<file path="src/rtl/pfr_pkg.sv">
package pfr_pkg;

    // Default sizes handed to the top level.
    localparam int MAX_FRAMES_DEF = 16;
    localparam int ADDR_BITS_DEF  = 16;
    localparam int PID_BITS_DEF   = 4;

    // Configuration port.
    localparam int PADDR_W = 4;
    localparam int PDATA_W = 32;
    localparam int CFG_W   = 5;

    localparam logic [1:0] REG_TOTAL_FRAMES = 2'd0;
    localparam logic [1:0] REG_FRAMES_PER_PROC = 2'd1;
    localparam logic [1:0] REG_POLICY = 2'd2;

    localparam logic [CFG_W-1:0] TOTAL_FRAMES_RST = 5'd16;
    localparam logic [CFG_W-1:0] FRAMES_PER_PROC_RST = 5'd4;
    localparam logic POLICY_RST = 1'b1;

    localparam logic POLICY_LIFO = 1'b0;
    localparam logic POLICY_MRU  = 1'b1;

    // Result outcome codes.
    localparam logic [2:0] OUT_DONE     = 3'd0;
    localparam logic [2:0] OUT_HIT      = 3'd1;
    localparam logic [2:0] OUT_LOADED   = 3'd2;
    localparam logic [2:0] OUT_REPLACED = 3'd3;
    localparam logic [2:0] OUT_UNSERVED = 3'd4;

    typedef struct packed {
        logic [CFG_W-1:0] total_frames;
        logic [CFG_W-1:0] frames_per_process;
        logic             policy;
    } cfg_t;

endpackage

</file>
<file path="src/rtl/pfr_frame_ram.sv">
module pfr_frame_ram
    import pfr_pkg::*;
#(
    parameter int DEPTH = MAX_FRAMES_DEF,
    parameter int WIDTH = ADDR_BITS_DEF + PID_BITS_DEF,
    parameter int AW    = 4
)
(
    input  logic             clk,
    input  logic             wr_en,
    input  logic [AW-1:0]    wr_addr,
    input  logic [WIDTH-1:0] wr_data,
    input  logic             rd_en,
    input  logic [AW-1:0]    rd_addr,
    output logic [WIDTH-1:0] rd_data
);

    logic [WIDTH-1:0] mem [DEPTH];
    logic [WIDTH-1:0] rd_data_reg;

    always_ff @(posedge clk)
    begin
        if (wr_en)
        begin
            mem[wr_addr] <= wr_data;
        end
    end

    always_ff @(posedge clk)
    begin
        if (rd_en)
        begin
            rd_data_reg <= mem[rd_addr];
        end
    end

    assign rd_data = rd_data_reg;

endmodule

</file>
<file path="src/rtl/pfr_cfg_regs.sv">
module pfr_cfg_regs
    import pfr_pkg::*;
(
    input  logic               clk,
    input  logic               rst_n,
    input  logic               psel,
    input  logic               penable,
    input  logic               pwrite,
    input  logic [PADDR_W-1:0] paddr,
    input  logic [PDATA_W-1:0] pwdata,
    output logic [PDATA_W-1:0] prdata,
    output logic               pready,
    output cfg_t               cfg
);

    cfg_t       cfg_reg;
    logic [1:0] reg_sel;
    logic       wr_stb;

    assign reg_sel = paddr[3:2];
    assign wr_stb  = psel && penable && pwrite;
    assign pready  = 1'b1;

    always_ff @(posedge clk or negedge rst_n)
    begin
        if (!rst_n)
        begin
            cfg_reg.total_frames       <= TOTAL_FRAMES_RST;
            cfg_reg.frames_per_process <= FRAMES_PER_PROC_RST;
            cfg_reg.policy             <= POLICY_RST;
        end
        else if (wr_stb)
        begin
            case (reg_sel)
                REG_TOTAL_FRAMES:    cfg_reg.total_frames <= pwdata[CFG_W-1:0];
                REG_FRAMES_PER_PROC: cfg_reg.frames_per_process <= pwdata[CFG_W-1:0];
                REG_POLICY:          cfg_reg.policy <= pwdata[0];
                default:             ;
            endcase
        end
    end

    always_comb
    begin
        prdata = '0;
        case (reg_sel)
            REG_TOTAL_FRAMES:    prdata[CFG_W-1:0] = cfg_reg.total_frames;
            REG_FRAMES_PER_PROC: prdata[CFG_W-1:0] = cfg_reg.frames_per_process;
            REG_POLICY:          prdata[0] = cfg_reg.policy;
            default:             prdata = '0;
        endcase
    end

    assign cfg = cfg_reg;

endmodule

</file>
<file path="src/rtl/page_frame_replacement.sv">
// Page frame replacement engine with MRU and LIFO hit policies.
// A request (process_id, page_address, is_done_marker) is taken at the rising
// clock edge at which start is high and busy is low. busy then stays high
// until the single result has been shown. Each request yields exactly one
// result, presented on the result ports for one cycle with result_valid high;
// the receiver cannot stall, so the result is taken at the edge ending it.
// A done marker goes straight to the result state. A lookup walks the
// resident list held in one frame memory (one read port, one write port,
// registered read): it scans the resident entries, then, where needed,
// closes the gap left by a moved or evicted entry and appends the entry.
// The scan and the shift move one entry per cycle through the memory port.
// Configuration goes through the APB-style port: total_frames at 0x0,
// frames_per_process at 0x4 and policy at 0x8. The user is to write it
// only while the block is idle; the block itself does not enforce this.
// Reset empties the list, clears both counters and loads the register
// defaults (16 frames, 4 per process, MRU); no clearing pass is needed,
// since only entries below the resident count are ever read.
module page_frame_replacement
    import pfr_pkg::*;
#(
    parameter int MAX_FRAMES = MAX_FRAMES_DEF,
    parameter int ADDR_BITS  = ADDR_BITS_DEF,
    parameter int PID_BITS   = PID_BITS_DEF
)
(
    input  logic                 clk,
    input  logic                 rst_n,
    // APB-style configuration port
    input  logic                 psel,
    input  logic                 penable,
    input  logic                 pwrite,
    input  logic [PADDR_W-1:0]   paddr,
    input  logic [PDATA_W-1:0]   pwdata,
    output logic [PDATA_W-1:0]   prdata,
    output logic                 pready,
    // Request channel
    input  logic                 start,
    output logic                 busy,
    input  logic [PID_BITS-1:0]  process_id,
    input  logic [ADDR_BITS-1:0] page_address,
    input  logic                 is_done_marker,
    // Result channel
    output logic                 result_valid,
    output logic [2:0]           outcome,
    output logic                 evicted_valid,
    output logic [ADDR_BITS-1:0] evicted_address,
    output logic [PID_BITS-1:0]  evicted_process,
    output logic [31:0]          fault_count,
    output logic [31:0]          replacement_count
);

    // Index into the frame memory, and a count that can hold MAX_FRAMES itself.
    localparam int IDX_W = (MAX_FRAMES > 1) ? $clog2(MAX_FRAMES) : 1;
    localparam int CNT_W = $clog2(MAX_FRAMES + 1);
    localparam int CMP_W = (CNT_W > CFG_W) ? CNT_W : CFG_W;
    localparam int ENT_W = ADDR_BITS + PID_BITS;

    localparam logic [2:0] S_IDLE   = 3'd0;
    localparam logic [2:0] S_SCAN   = 3'd1;
    localparam logic [2:0] S_DECIDE = 3'd2;
    localparam logic [2:0] S_SHIFT  = 3'd3;
    localparam logic [2:0] S_APPEND = 3'd4;
    localparam logic [2:0] S_RESULT = 3'd5;

    function automatic logic [31:0] sat_inc(input logic [31:0] v);
        return (v == 32'hFFFF_FFFF) ? v : v + 32'd1;
    endfunction

    cfg_t cfg;

    pfr_cfg_regs u_cfg (
        .clk     (clk),
        .rst_n   (rst_n),
        .psel    (psel),
        .penable (penable),
        .pwrite  (pwrite),
        .paddr   (paddr),
        .pwdata  (pwdata),
        .prdata  (prdata),
        .pready  (pready),
        .cfg     (cfg)
    );

    // Frame memory: each entry is {page address, owner process}.
    logic             mem_we;
    logic [IDX_W-1:0] mem_waddr;
    logic [ENT_W-1:0] mem_wdata;
    logic             mem_re;
    logic [IDX_W-1:0] mem_raddr;
    logic [ENT_W-1:0] mem_rdata;

    pfr_frame_ram #(
        .DEPTH (MAX_FRAMES),
        .WIDTH (ENT_W),
        .AW    (IDX_W)
    ) u_ram (
        .clk     (clk),
        .wr_en   (mem_we),
        .wr_addr (mem_waddr),
        .wr_data (mem_wdata),
        .rd_en   (mem_re),
        .rd_addr (mem_raddr),
        .rd_data (mem_rdata)
    );

    logic [ADDR_BITS-1:0] rd_addr_fld;
    logic [PID_BITS-1:0]  rd_pid_fld;

    assign rd_addr_fld = mem_rdata[ENT_W-1:PID_BITS];
    assign rd_pid_fld  = mem_rdata[PID_BITS-1:0];

    // Control registers (reset).
    logic [2:0]       state_reg, state_next;
    logic [CNT_W-1:0] count_reg, count_next;
    logic [CNT_W-1:0] idx_reg, idx_next;
    logic             rd_vld_reg, rd_vld_next;
    logic             wr_pend_reg, wr_pend_next;
    logic             hit_reg, hit_next;
    logic [CNT_W-1:0] own_reg, own_next;
    logic             ev_valid_reg, ev_valid_next;
    logic [31:0]      faults_reg, faults_next;
    logic [31:0]      repl_reg, repl_next;

    // Request, scan capture and result payload (no reset).
    logic [PID_BITS-1:0]  req_pid_reg, req_pid_next;
    logic [ADDR_BITS-1:0] req_addr_reg, req_addr_next;
    logic [IDX_W-1:0]     rd_pos_reg, rd_pos_next;
    logic [IDX_W-1:0]     wr_pos_reg, wr_pos_next;
    logic [IDX_W-1:0]     hit_pos_reg, hit_pos_next;
    logic [PID_BITS-1:0]  hit_own_reg, hit_own_next;
    logic [ADDR_BITS-1:0] last_addr_reg, last_addr_next;
    logic [PID_BITS-1:0]  last_own_reg, last_own_next;
    logic [IDX_W-1:0]     vict_pos_reg, vict_pos_next;
    logic [ADDR_BITS-1:0] vict_addr_reg, vict_addr_next;
    logic [PID_BITS-1:0]  vict_own_reg, vict_own_next;
    logic [IDX_W-1:0]     app_pos_reg, app_pos_next;
    logic [ADDR_BITS-1:0] app_addr_reg, app_addr_next;
    logic [PID_BITS-1:0]  app_own_reg, app_own_next;
    logic [2:0]           outcome_reg, outcome_next;
    logic [ADDR_BITS-1:0] ev_addr_reg, ev_addr_next;
    logic [PID_BITS-1:0]  ev_pid_reg, ev_pid_next;

    logic [CNT_W-1:0] count_m1;
    logic [CNT_W-1:0] idx_m1;
    logic             proc_ok;
    logic             mem_ok;

    assign count_m1 = count_reg - CNT_W'(1);
    assign idx_m1   = idx_reg - CNT_W'(1);

    // The store is full once the resident count reaches the smaller of
    // total_frames and the memory depth; a lowered total_frames keeps the
    // entries already resident.
    assign mem_ok  = (CMP_W'(count_reg) < CMP_W'(cfg.total_frames))
                  && (CMP_W'(count_reg) < CMP_W'(MAX_FRAMES));
    assign proc_ok = CMP_W'(own_reg) < CMP_W'(cfg.frames_per_process);

    assign busy = (state_reg != S_IDLE);

    always_comb
    begin
        state_next     = state_reg;
        count_next     = count_reg;
        idx_next       = idx_reg;
        rd_vld_next    = 1'b0;
        wr_pend_next   = 1'b0;
        hit_next       = hit_reg;
        own_next       = own_reg;
        ev_valid_next  = ev_valid_reg;
        faults_next    = faults_reg;
        repl_next      = repl_reg;
        req_pid_next   = req_pid_reg;
        req_addr_next  = req_addr_reg;
        rd_pos_next    = rd_pos_reg;
        wr_pos_next    = wr_pos_reg;
        hit_pos_next   = hit_pos_reg;
        hit_own_next   = hit_own_reg;
        last_addr_next = last_addr_reg;
        last_own_next  = last_own_reg;
        vict_pos_next  = vict_pos_reg;
        vict_addr_next = vict_addr_reg;
        vict_own_next  = vict_own_reg;
        app_pos_next   = app_pos_reg;
        app_addr_next  = app_addr_reg;
        app_own_next   = app_own_reg;
        outcome_next   = outcome_reg;
        ev_addr_next   = ev_addr_reg;
        ev_pid_next    = ev_pid_reg;
        mem_we         = 1'b0;
        mem_waddr      = app_pos_reg;
        mem_wdata      = {app_addr_reg, app_own_reg};
        mem_re         = 1'b0;
        mem_raddr      = idx_reg[IDX_W-1:0];

        case (state_reg)
            S_IDLE:
            begin
                if (start)
                begin
                    req_pid_next  = process_id;
                    req_addr_next = page_address;
                    idx_next      = '0;
                    hit_next      = 1'b0;
                    own_next      = '0;
                    outcome_next  = OUT_DONE;
                    ev_valid_next = 1'b0;
                    ev_addr_next  = '0;
                    ev_pid_next   = '0;
                    state_next    = is_done_marker ? S_RESULT : S_SCAN;
                end
            end

            S_SCAN:
            begin
                // One read issued per cycle; the entry read last cycle is compared now.
                if (idx_reg < count_reg)
                begin
                    mem_re      = 1'b1;
                    rd_vld_next = 1'b1;
                    rd_pos_next = idx_reg[IDX_W-1:0];
                    idx_next    = idx_reg + CNT_W'(1);
                end
                else
                begin
                    state_next = S_DECIDE;
                end
                if (rd_vld_reg)
                begin
                    if (rd_addr_fld == req_addr_reg)
                    begin
                        hit_next     = 1'b1;
                        hit_pos_next = rd_pos_reg;
                        hit_own_next = rd_pid_fld;
                    end
                    if (rd_pid_fld == req_pid_reg)
                    begin
                        own_next       = own_reg + CNT_W'(1);
                        vict_pos_next  = rd_pos_reg;
                        vict_addr_next = rd_addr_fld;
                        vict_own_next  = rd_pid_fld;
                    end
                    if (CNT_W'(rd_pos_reg) == count_m1)
                    begin
                        last_addr_next = rd_addr_fld;
                        last_own_next  = rd_pid_fld;
                    end
                end
            end

            S_DECIDE:
            begin
                app_addr_next = req_addr_reg;
                app_own_next  = req_pid_reg;
                app_pos_next  = count_m1[IDX_W-1:0];
                if (hit_reg)
                begin
                    outcome_next = OUT_HIT;
                    if (cfg.policy == POLICY_MRU)
                    begin
                        app_own_next = hit_own_reg;
                        idx_next     = CNT_W'(hit_pos_reg) + CNT_W'(1);
                        state_next   = S_SHIFT;
                    end
                    else
                    begin
                        state_next = S_RESULT;
                    end
                end
                else
                begin
                    faults_next = sat_inc(faults_reg);
                    if (proc_ok && mem_ok)
                    begin
                        outcome_next = OUT_LOADED;
                        app_pos_next = count_reg[IDX_W-1:0];
                        count_next   = count_reg + CNT_W'(1);
                        state_next   = S_APPEND;
                    end
                    else
                    begin
                        repl_next = sat_inc(repl_reg);
                        if (proc_ok && (count_reg != '0))
                        begin
                            // Global store full: the newest entry goes.
                            outcome_next  = OUT_REPLACED;
                            ev_valid_next = 1'b1;
                            ev_addr_next  = last_addr_reg;
                            ev_pid_next   = last_own_reg;
                            idx_next      = count_reg;
                            state_next    = S_SHIFT;
                        end
                        else if (!proc_ok && (own_reg != '0))
                        begin
                            // Quota full: the newest entry of this process goes.
                            outcome_next  = OUT_REPLACED;
                            ev_valid_next = 1'b1;
                            ev_addr_next  = vict_addr_reg;
                            ev_pid_next   = vict_own_reg;
                            idx_next      = CNT_W'(vict_pos_reg) + CNT_W'(1);
                            state_next    = S_SHIFT;
                        end
                        else
                        begin
                            outcome_next = OUT_UNSERVED;
                            state_next   = S_RESULT;
                        end
                    end
                end
            end

            S_SHIFT:
            begin
                // Entry k is read while entry k-2 is written with what came back,
                // so a read never meets a write to the same entry.
                if (wr_pend_reg)
                begin
                    mem_we    = 1'b1;
                    mem_waddr = wr_pos_reg;
                    mem_wdata = mem_rdata;
                end
                if (idx_reg < count_reg)
                begin
                    mem_re       = 1'b1;
                    wr_pend_next = 1'b1;
                    wr_pos_next  = idx_m1[IDX_W-1:0];
                    idx_next     = idx_reg + CNT_W'(1);
                end
                else
                begin
                    state_next = S_APPEND;
                end
            end

            S_APPEND:
            begin
                mem_we     = 1'b1;
                state_next = S_RESULT;
            end

            S_RESULT:
            begin
                state_next = S_IDLE;
            end

            default:
            begin
                state_next = S_IDLE;
            end
        endcase
    end

    always_ff @(posedge clk or negedge rst_n)
    begin
        if (!rst_n)
        begin
            state_reg    <= S_IDLE;
            count_reg    <= '0;
            idx_reg      <= '0;
            rd_vld_reg   <= 1'b0;
            wr_pend_reg  <= 1'b0;
            hit_reg      <= 1'b0;
            own_reg      <= '0;
            ev_valid_reg <= 1'b0;
            faults_reg   <= '0;
            repl_reg     <= '0;
        end
        else
        begin
            state_reg    <= state_next;
            count_reg    <= count_next;
            idx_reg      <= idx_next;
            rd_vld_reg   <= rd_vld_next;
            wr_pend_reg  <= wr_pend_next;
            hit_reg      <= hit_next;
            own_reg      <= own_next;
            ev_valid_reg <= ev_valid_next;
            faults_reg   <= faults_next;
            repl_reg     <= repl_next;
        end
    end

    always_ff @(posedge clk)
    begin
        req_pid_reg   <= req_pid_next;
        req_addr_reg  <= req_addr_next;
        rd_pos_reg    <= rd_pos_next;
        wr_pos_reg    <= wr_pos_next;
        hit_pos_reg   <= hit_pos_next;
        hit_own_reg   <= hit_own_next;
        last_addr_reg <= last_addr_next;
        last_own_reg  <= last_own_next;
        vict_pos_reg  <= vict_pos_next;
        vict_addr_reg <= vict_addr_next;
        vict_own_reg  <= vict_own_next;
        app_pos_reg   <= app_pos_next;
        app_addr_reg  <= app_addr_next;
        app_own_reg   <= app_own_next;
        outcome_reg   <= outcome_next;
        ev_addr_reg   <= ev_addr_next;
        ev_pid_reg    <= ev_pid_next;
    end

    assign result_valid      = (state_reg == S_RESULT);
    assign outcome           = outcome_reg;
    assign evicted_valid     = ev_valid_reg;
    assign evicted_address   = ev_addr_reg;
    assign evicted_process   = ev_pid_reg;
    assign fault_count       = faults_reg;
    assign replacement_count = repl_reg;

`ifndef ASSERT_OFF
    // The resident list never grows past the memory depth.
    a_count_bound: assert property (@(posedge clk) disable iff (!rst_n)
        CMP_W'(count_reg) <= CMP_W'(MAX_FRAMES))
        else $error("resident count exceeds the frame memory depth");

    // After a result the block is ready for the next request.
    a_idle_after_result: assert property (@(posedge clk) disable iff (!rst_n)
        result_valid |=> !busy)
        else $error("block still busy after presenting a result");

    // An eviction is only ever reported with a replacement.
    a_evict_outcome: assert property (@(posedge clk) disable iff (!rst_n)
        (result_valid && evicted_valid) |-> (outcome == OUT_REPLACED))
        else $error("eviction reported without a replacement outcome");

    // Every replacement is also a fault, so the fault count leads.
    a_counter_order: assert property (@(posedge clk) disable iff (!rst_n)
        (repl_reg != $past(repl_reg)) |-> (faults_reg != $past(faults_reg))
            || (faults_reg == 32'hFFFF_FFFF))
        else $error("replacement counted without a fault");
`endif

endmodule

</file>
<file path="config.mk">
export PLATFORM = sky130hd
export DESIGN_NAME = page_frame_replacement
export DESIGN_NICKNAME = d
export VERILOG_FILES = /design/src/rtl/pfr_pkg.sv /design/src/rtl/pfr_frame_ram.sv /design/src/rtl/pfr_cfg_regs.sv /design/src/rtl/page_frame_replacement.sv
export SDC_FILE = /design/constraint.sdc
export NUM_CORES = 1
export LEC_CHECK = 0
export BUFFER_PORTS_ARGS = -buffer_cell sky130_fd_sc_hd__buf_2
export CAP_MARGIN = 15
export CORE_UTILIZATION = 60
export DETAILED_ROUTE_END_ITERATION = 7
export PLACE_DENSITY = 0.86
export SYNTH_ARGS = -nofsm -noshare
export SYNTH_HDL_FRONTEND = slang
export SYNTH_SLANG_ARGS = --single-unit
</file>
<file path="constraint.sdc">
create_clock -name clk -period 10.32 [get_ports clk]
set_input_delay 1.032 -clock clk [delete_from_list [all_inputs] [get_ports clk]]
set_output_delay 1.032 -clock clk [all_outputs]
set_load 0.01 [all_outputs]
</file>
==> results of run 1 <==
==> synth_stat cells (all sizes together), types with 3 or more instances <==
| cell type | count |
|---|---|
| nand2 | 99 |
| xor2 | 28 |
| and4 | 5 |
| a21o | 3 |
| a211oi | 3 |
| inv | 31 |
| a211o | 4 |
| nor2b | 6 |
| xnor2 | 74 |
| ha | 23 |
| clkbuf | 26 |
| nor3 | 20 |
| edfxtp | 467 |
| or3 | 4 |
| a31oi | 6 |
| nor4 | 3 |
| nor4b | 3 |
| o21ai | 23 |
| nand3 | 38 |
| nor3b | 5 |
| o22ai | 5 |
| mux2 | 32 |
| mux4 | 100 |
| a21oi | 28 |
| nand4 | 38 |
| nand2b | 7 |
| nor2 | 63 |
| dfrtp | 94 |
| buf | 53 |
| and3 | 17 |
| mux2i | 8 |
| or2 | 3 |
| and2 | 7 |
| dfstp | 3 |
==> critical path, stage by stage, from the launching register on <==
cell     delay, ns
dfrtp_1       0.56
inv_1         0.17
ha_1          0.23
nor4b_2       0.18
or3_1         0.36
o21a_1        0.57
o22ai_2       0.47
a21o_1        0.73
==> cells by family (layout without fill, tap and decap cells) <==
| group | after synthesis | after routing | share of synthesized area [%] |
|---|---|---|---|
| and+or+nand+nor | 320 | 320 | 7.12 |
| xor gates and xnor gates | 102 | 102 | 3.85 |
| AOI/OAI and AO/OA | 93 | 93 | 2.84 |
| buffers and inverters | 110 | 280 | 2.47 |
| other | 2 | 29 | 0.0323 |
| adders and majority gates | 23 | 23 | 1.24 |
| DFF | 564 | 564 | 70.9 |
| muxes | 140 | 140 | 11.6 |
==> where the power goes <==
part / switching [mW] / total (mW) / internal [mW]
sequential: 0.249 / 3.01 / 2.77
clock: 0.848 / 1.93 / 1.09
combinational: 0.759 / 1.33 / 0.568
total: 1.86 / 6.28 / 4.42
==> area by class of cell <==
type	instances	area, um^2
diodes	1	2.50
clock buffers	71	1400
clock inverters	25	295
fillers	2226	11700
inverters	31	116
multi-input cells	706	6370
flip-flops and latches	564	16500
well taps	511	639
repair buffers	153	835
==> cell usage in the layout, fill, tap and decap left out, drive strengths merged, types with 4 or more instances in the layout <==
master and n:
nand3 38, mux4 100, xnor2 74, nand2b 7, clkbuf 71, o22ai 5
nor3b 5, o21ai 23, bufinv 5, mux2 32, inv 31, and2 7
dfrtp 94, nand2 99, conb 28, clkinv 16, a211o 4, buf 153
or3 4, nor3 20, a21oi 28, and3 17, nor2b 6, ha 23
a31oi 6, nand4 38, clkinvlp 4, xor2 28, and4 5, nor2 63
mux2i 8, edfxtp 467
==> per-layer routing <==
layer  vias to the layer above  global-route usage (%)
met5                         -                       0
li1                       5486                       -
met1                      6848                    36.9
met3                       196                    5.27
met4                         0                    13.4
met2                       991                    49.4
==> path summary, 6_finish.rpt <==
path | start | slack, ns | cells after the start | to
max | count_reg[0] | 6.67 | 7 | evicted_address[3]
min | rst_n | 0.39 | 1 | u_cfg.cfg[8]
max reg2reg | count_reg[0] | 6.67 | 7 | evicted_address[3]
min reg2reg | req_addr_reg[2] | 0.48 | 0 | app_addr_reg[2]
max in group asynchronous | rst_n | 8.66 | 2 | idx_reg[1]
min in group clk | req_addr_reg[2] | 0.48 | 0 | app_addr_reg[2]
==> flow_metrics.tcl, run 1 <==
set metrics [dict create \
    finalWeightedCongestion 0.870 \
    ys_types 74 \
    ys_warn_count 0 \
    timing.hold.ws_ns 0.391 \
    clock-skew-final_ns 0.0425 \
    avgRoutedWirePerCell_um 27.4 \
    instances_no_fill 2062 \
    clkSinkCount 564 \
    syn_inst 1354 \
    fin_crit_sh_pct 35.4 \
    track_usage_pct 29.2 \
    power.density_mw_per_mm2 240 \
    coreArea_mm2 0.0378 \
    grt_max_degree 60 \
    placed_cells 1964 \
    drc 0 \
    path_max_fanout 25 \
    cts_hold_buf 0 \
    cts_buffers 53 \
    drv_cap 0 \
    design.die.area_mm2 0.0395 \
    drt_iter0_drc 1510 \
    initial_core_util_pct 61.4 \
    slew_headroom_pct 27.2 \
    worst_pin_slew_ns 1.09 \
    setup_viol 0 \
    fmax_ghz 0.274 \
    fin_util_pct 69.0 \
    async_reset_ff_share_pct 17.2 \
    post-route-min-period_ns 3.65 \
    met2_length_um 28600 \
    viasPerCell 6.56 \
    syn_avg_cell_area_um2 17.2 \
    portBuffers 128 \
    antenna_found_initial 2 \
    grt_pass1_wl_um 83000 \
    synth_flop_cell "edfxtp_1" \
    synth-seq-cells 564 \
    clock_path_buffers 3 \
    vias 13500 \
    syn_area_mm2 0.0232 \
    tritoncts "done" \
    total_power_mw 6.28 \
    regMostFlops "u_ram.mem" \
    grt_pass1_vias 13200 \
    worstHoldPathType "in -> async" \
    rows 71 \
    clock_latency_ns 0.61 \
    first_pass_iters 5 \
    dpl_cell_area_mm2 0.0244 \
    synth_area_leaders "edfxtp_1, dfrtp_1, mux4_2" \
    num-nets-final 1595 \
    routed.top_layer "met4" \
    dp_hpwl_um 31200 \
    leakage_nw 9.27 \
    final_hold_viol_count 0 \
    dp_worst_setup_slack_ns 6.73 \
    peakVddDrop_mv 0.166 \
    end_kind "flip-flop" \
    die_h_um 199 \
    synth_edf_count 467 \
    critPathLaunchType "flip-flop" \
    postRouteAntennaNets 0 \
    cts_resized 0 \
    cts_setup_buffers 0 \
    ys_seq_area_share_pct 70.9 \
    setup_ws_ns 6.67 \
    grt_overflow 0 \
    post-synth-top-area-cell "edfxtp_1" \
    largest_reg_flops 320 \
    crit_type "reg -> reg" \
    critPathArrivalTime_ns 3.89 \
    slew_violations 0 \
    h-tree-depth 2 \
    path_clk_slew_ns 0.06 \
    fin_area_mm2 0.0261 \
    met1Wirelength_um 20000 \
    ioPinCount 186 \
    met3_length_um 5150 \
    rsz0062_at_grt "no" \
    drive_gt1_share_pct 26.8 \
    cp.required_ns 10.56 \
    yosysTopAreaCellShare_pct 60.4 \
    drt-total-wl_um 56600 \
    syn_to_final_growth_pct 12.5 \
    cts_root_buf "clkbuf_16" \
    finalSetupTns_ns 0 \
    die_w_um 199 \
    status "finished clean" \
]
(Power assumes the default switching activity.)
==> run 2: changes to the inputs <==
--- a/config.mk
+++ b/config.mk
@@ -7,9 +7,9 @@
 export LEC_CHECK = 0
 export BUFFER_PORTS_ARGS = -buffer_cell sky130_fd_sc_hd__buf_2
 export CAP_MARGIN = 15
-export CORE_UTILIZATION = 60
+export CORE_UTILIZATION = 54
 export DETAILED_ROUTE_END_ITERATION = 7
-export PLACE_DENSITY = 0.86
+export PLACE_DENSITY = 0.82
 export SYNTH_ARGS = -nofsm -noshare
 export SYNTH_HDL_FRONTEND = slang
 export SYNTH_SLANG_ARGS = --single-unit
==> constraint.sdc (replaced) <==
create_clock -name clk -period 3.05 [get_ports clk]
set_input_delay 0.305 -clock clk [delete_from_list [all_inputs] [get_ports clk]]
set_output_delay 0.305 -clock clk [all_outputs]
set_load 0.01 [all_outputs]
==> flow_metrics.tcl, run 2 (synthesized netlist as in run 1, its figures left out) <==
set metrics [dict create \
    critPathArrivalTime_ns 3.07 \
    grt_pass1_vias 13400 \
    largest_reg_flops 320 \
    dp_hpwl_um 31500 \
    worst_pin_slew_ns 0.889 \
    r2r_slack_ns 0.21 \
    crit_chain "nor2b_1 -> nand3_1 -> nor3b_1 -> a31oi_1 -> nor2_2 -> buf_4" \
    cts_setup_buffers 0 \
    clock-skew-final_ns 0.0325 \
    syn_to_final_growth_pct 14.9 \
    clock_path_buffers 3 \
    reg2regPathDepth 6 \
    r2r_end "u_ram.mem[6][15]" \
    leakage_nw 9.53 \
    design.die.area_mm2 0.0438 \
    grt_pass1_wl_um 82600 \
    track_usage_pct 25.4 \
    drv_cap 0 \
    portBuffers 128 \
    avgRoutedWirePerCell_um 25.7 \
    r2r_start "state_reg[0]" \
    final_common_cell "edfxtp_1" \
    worstHoldPathType "in -> reg" \
    end_kind "flip-flop" \
    worst-path-buf-inv 1 \
    h-tree-depth 2 \
    drc 1 \
    finalSetupTns_ns 0 \
    regMostFlops "u_ram.mem" \
    drt-total-wl_um 55000 \
    die_h_um 209 \
    seq_area_mm2 0.0165 \
    hp-start "start" \
    setup_viol 0 \
    critical_path.top_delay_family "simple AND/OR/NAND/NOR gates" \
    holdPathStages 3 \
    initial_core_util_pct 55.1 \
    cts_root_buf "clkbuf_16" \
    vias 13300 \
    ioPinCount 186 \
    rsz0062_at_grt "no" \
    first_pass_iters 8 \
    violations "DRC" \
    fin_crit_sh_pct 93.2 \
    peakVddDrop_mv 0.554 \
    grt_max_degree 86 \
    grt_overflow 0 \
    finalWeightedCongestion 0.892 \
    antenna_found_initial 0 \
    postRouteAntennaNets 0 \
    critPathLaunchType "flip-flop" \
    die_w_um 209 \
    final_hold_viol_count 0 \
    filler_cell_count 2704 \
    drt_iter0_drc 1727 \
    path_clk_slew_ns 0.06 \
    power.density_mw_per_mm2 803 \
    tritoncts "done" \
    slew_headroom_pct 40.7 \
    crit_type "reg -> reg" \
    rows 75 \
    status "finished, violations left" \
    cp.required_ns 3.28 \
    hold_end "state_reg[0]" \
    multiInputGateArea_mm2 0.00637 \
    clock_latency_ns 0.59 \
    crit_path_top_delay_cell "dfrtp_1" \
    diodes 0 \
    clkSinkCount 564 \
    viasPerCell 6.24 \
    slowest_delay_ns 0.52 \
    cts_buffers 53 \
    path_max_fanout 20 \
    fmax_ghz 0.352 \
    slew_violations 0 \
    post-route-min-period_ns 2.84 \
    num-nets-final 1642 \
    most-common-layout-cells "edfxtp_1, buf_2, mux4_2" \
    drive_gt1_share_pct 27.5 \
    coreArea_mm2 0.0421 \
    timing.hold.ws_ns 0.0718 \
]
run 2: how the worst max path moves through the flow:
stage | startpoint | to | slack, ns | cells after the start
after floorplan | state_reg[2] | evicted_address[0] | 0.04 | 4
after detailed placement | count_reg[1] | evicted_address[4] | 0.27 | 7
after global placement | count_reg[1] | evicted_address[3] | 0.32 | 7
after global routing | state_reg[0] | u_ram.mem[6][15] | 0.09 | 6
after CTS | count_reg[1] | evicted_process[2] | 0.23 | 7
final | state_reg[0] | u_ram.mem[6][15] | 0.21 | 6
run 2: worst min-delay path, cell delays in order:
cell,delay [ns]
buf_2,0.13
o21ai_0,0.09
o221ai_1,0.07
run 2: cell type report:
cell class,instances,area share [%]
Sequential cell,564,61.7
Timing Repair Buffer,200,4.96
Multi-Input combinational cell,706,23.9
Inverter,31,0.436
Clock inverter,24,0.957
Tap cell,539,2.53
Clock buffer,75,5.55
run 2: what timing repair did:
action,CTS,global route
gates resized for setup,0,0
endpoints found under the hold margin,79,0
hold buffers,26,0
run 2: layer usage:
layer	share of wire, %	global-route usage [%]	vias to the layer above	wire length (um)
li1	-	-	5567	-
met1	36	32.0	6746	19900
met2	51	43.9	850	28000
met3	8.4	4.14	186	4610
met4	4.5	10.7	0	2450
met5	0	0	-	0
run 2: stage by stage:
| step | instances | util (%) | instance area [um^2] | setup WS [ns] | total power [mW] |
|---|---|---|---|---|---|
| 3_5_place_dp | 2014 | 58.6 | 24700 | 0.274 | 14.8 |
| 5_1_grt | 2139 | 63.3 | 26700 | 0.0892 | 22.1 |
| 3_3_place_gp | 2014 | 58.6 | 24700 | 0.317 | 14.6 |
| 2_1_floorplan | 1380 | - | 23300 | 0.0378 | 13.2 |
| 6_report | 2139 | 63.3 | 26700 | 0.207 | 21.4 |
| 4_1_cts | 2139 | 63.3 | 26700 | 0.234 | 21.4 |
run 2: power breakdown:
group	switching [mW]	internal [mW]	leakage, nW
Clock	2.83	3.74	0.833
Combinational	2.81	2.06	3.16
Sequential	0.642	9.36	5.54
==> run 3: changes to the inputs <==
--- a/config.mk
+++ b/config.mk
@@ -7,9 +7,11 @@
 export LEC_CHECK = 0
 export BUFFER_PORTS_ARGS = -buffer_cell sky130_fd_sc_hd__buf_2
 export CAP_MARGIN = 15
+export CORE_ASPECT_RATIO = 0.75
 export CORE_UTILIZATION = 54
 export DETAILED_ROUTE_END_ITERATION = 7
 export PLACE_DENSITY = 0.82
 export SYNTH_ARGS = -nofsm -noshare
 export SYNTH_HDL_FRONTEND = slang
 export SYNTH_SLANG_ARGS = --single-unit
+export TNS_END_PERCENT = 10
==> flow_metrics.tcl, run 3 (synthesized netlist as in run 1, its figures left out) <==
set metrics [dict create \
    track_usage_pct 24.5 \
    total_power_mw 21.5 \
    peakVddDrop_mv 0.625 \
    path_clk_slew_ns 0.06 \
    cts_buffers 52 \
    power.density_mw_per_mm2 799 \
    timing.critical_path.mode_cell "buf_4" \
    drive_gt1_share_pct 28.7 \
    viasPerCell 5.94 \
    cp.required_ns 3.33 \
    drt_iter0_drc 1382 \
    first_pass_iters 5 \
    crit_chain "nor2b_1 -> nand3_1 -> buf_4 -> nor3b_1 -> a31oi_1 -> nor2_2 -> buf_4" \
    leakage_nw 9.65 \
    avgRoutedWirePerCell_um 23.9 \
    crit_type "reg -> reg" \
    crit_path_top_delay_cell "nor2_2" \
    multiInputGateArea_mm2 0.00638 \
    finalWeightedCongestion 0.900 \
    clkSinkCount 564 \
    slew_violations 0 \
    cts_setup_buffers 0 \
    syn_to_final_growth_pct 15.9 \
    slowest_delay_ns 0.57 \
    rsz0062_at_grt "no" \
    filler_cell_count 2818 \
    final_common_cell "edfxtp_1" \
    worstHoldPathType "in -> reg" \
    critPathLaunchType "flip-flop" \
    setup_viol 0 \
    rows 65 \
    grt_pass1_wl_um 79300 \
    diodes 0 \
    final_hold_viol_count 0 \
    grt_pass1_vias 13000 \
    clock-skew-final_ns 0.0211 \
    portBuffers 128 \
    cts_root_buf "clkbuf_16" \
    status "finished clean" \
    fin_crit_sh_pct 93.2 \
    fmax_ghz 0.352 \
    largest_reg_flops 320 \
    path_max_fanout 12 \
    slew_headroom_pct 42.4 \
    drc 0 \
    num-nets-final 1664 \
    tritoncts "done" \
    clock_path_buffers 3 \
    worst_pin_slew_ns 0.857 \
    dp_hpwl_um 32600 \
    critical_path.top_delay_family "simple AND/OR/NAND/NOR gates" \
    grt_overflow 0 \
    drt-total-wl_um 52300 \
    h-tree-depth 2 \
    seq_area_mm2 0.0165 \
    clock_latency_ns 0.59 \
    antenna_found_initial 1 \
    postRouteAntennaNets 0 \
    drv_cap 0 \
    grt_max_degree 86 \
    worst-path-buf-inv 2 \
    ioPinCount 186 \
    vias 13000 \
    placed_cells 2067 \
    end_kind "flip-flop" \
    regMostFlops "u_ram.mem" \
    coreArea_mm2 0.0422 \
    initial_core_util_pct 55.0 \
    die_w_um 241 \
    critPathArrivalTime_ns 3.13 \
    die_h_um 182 \
    post-route-min-period_ns 2.84 \
    design.die.area_mm2 0.0438 \
    instances_no_fill 2191 \
    most-common-layout-cells "edfxtp_1, buf_2, mux4_2" \
]
## run 3: cell count changes in the layout (fill, tap and decap cells not counted), sizes merged
cell | previous run | this run
buf | 174 | 197
bufinv | 4 | 6
clkbuf | 75 | 63
clkinv | 14 | 23
clkinvlp | 5 | 4
inv | 32 | 33
## run 3: path summary, 6_finish.rpt
check,end,depth (start not counted),slack [ns],startpoint
max in group asynchronous,u_cfg.cfg[10],3,2.00,rst_n
hold reg to reg,fault_count[24],1,0.48,fault_count[24]
setup reg to reg,u_ram.mem[9][2],7,0.21,state_reg[2]
hold / removal,state_reg[0],3,0.06,start
min in group asynchronous,fault_count[16],2,0.30,rst_n
setup / recovery,u_ram.mem[9][2],7,0.21,state_reg[2]
## run 3: report_power, final
part / leakage, nW / total, mW / switching (mW) / internal, mW
Clock: 0.836 / 6.57 / 2.83 / 3.75
Sequential: 5.54 / 10.0 / 0.679 / 9.35
Combinational: 3.28 / 4.90 / 2.72 / 2.18
Total: 9.65 / 21.5 / 6.22 / 15.3
## run 3: what timing repair did
item | CTS | global route
setup endpoints to repair | 0 | 14
hold endpoints to repair | 77 | 0
hold buffers | 26 | 0
resized for setup | 0 | 2
## run 3: layout make-up
type	count	area share, %
flip-flops and latches	564	61.1
multi-input cells	706	23.7
repair buffers	223	5.70
clock buffers	63	5.14
well taps	569	2.64
clock inverters	35	1.25
inverters	31	0.432
## run 3: worst min-delay path, delay by kind of cell
family / cells / cell delay (ns)
compound gates: 2 / 0.17
buf+inv: 1 / 0.11
## run 3: metal layers
layer	track usage (%)	routed length, um
met5	0	13
met4	5.87	965
met3	6.51	5100
met2	37.1	24700
met1	35.7	21500
## run 3: stage by stage
step | util [%] | setup WS (ns) | hold slack, ns | TNS, ns | cell area, um^2
finish | 63.8 | 0.206 | 0.0559 | 0 | 26900
global route | 63.8 | 0.135 | 0.0877 | 0 | 26900
CTS | 63.8 | 0.151 | 0.0270 | 0 | 26900
detailed placement | 59.1 | 0.181 | 0.368 | 0 | 24900
global placement | 59.1 | 0.267 | 0.354 | 0 | 24900
floorplan | - | -0.438 | 0.00941 | -6.63 | 23300
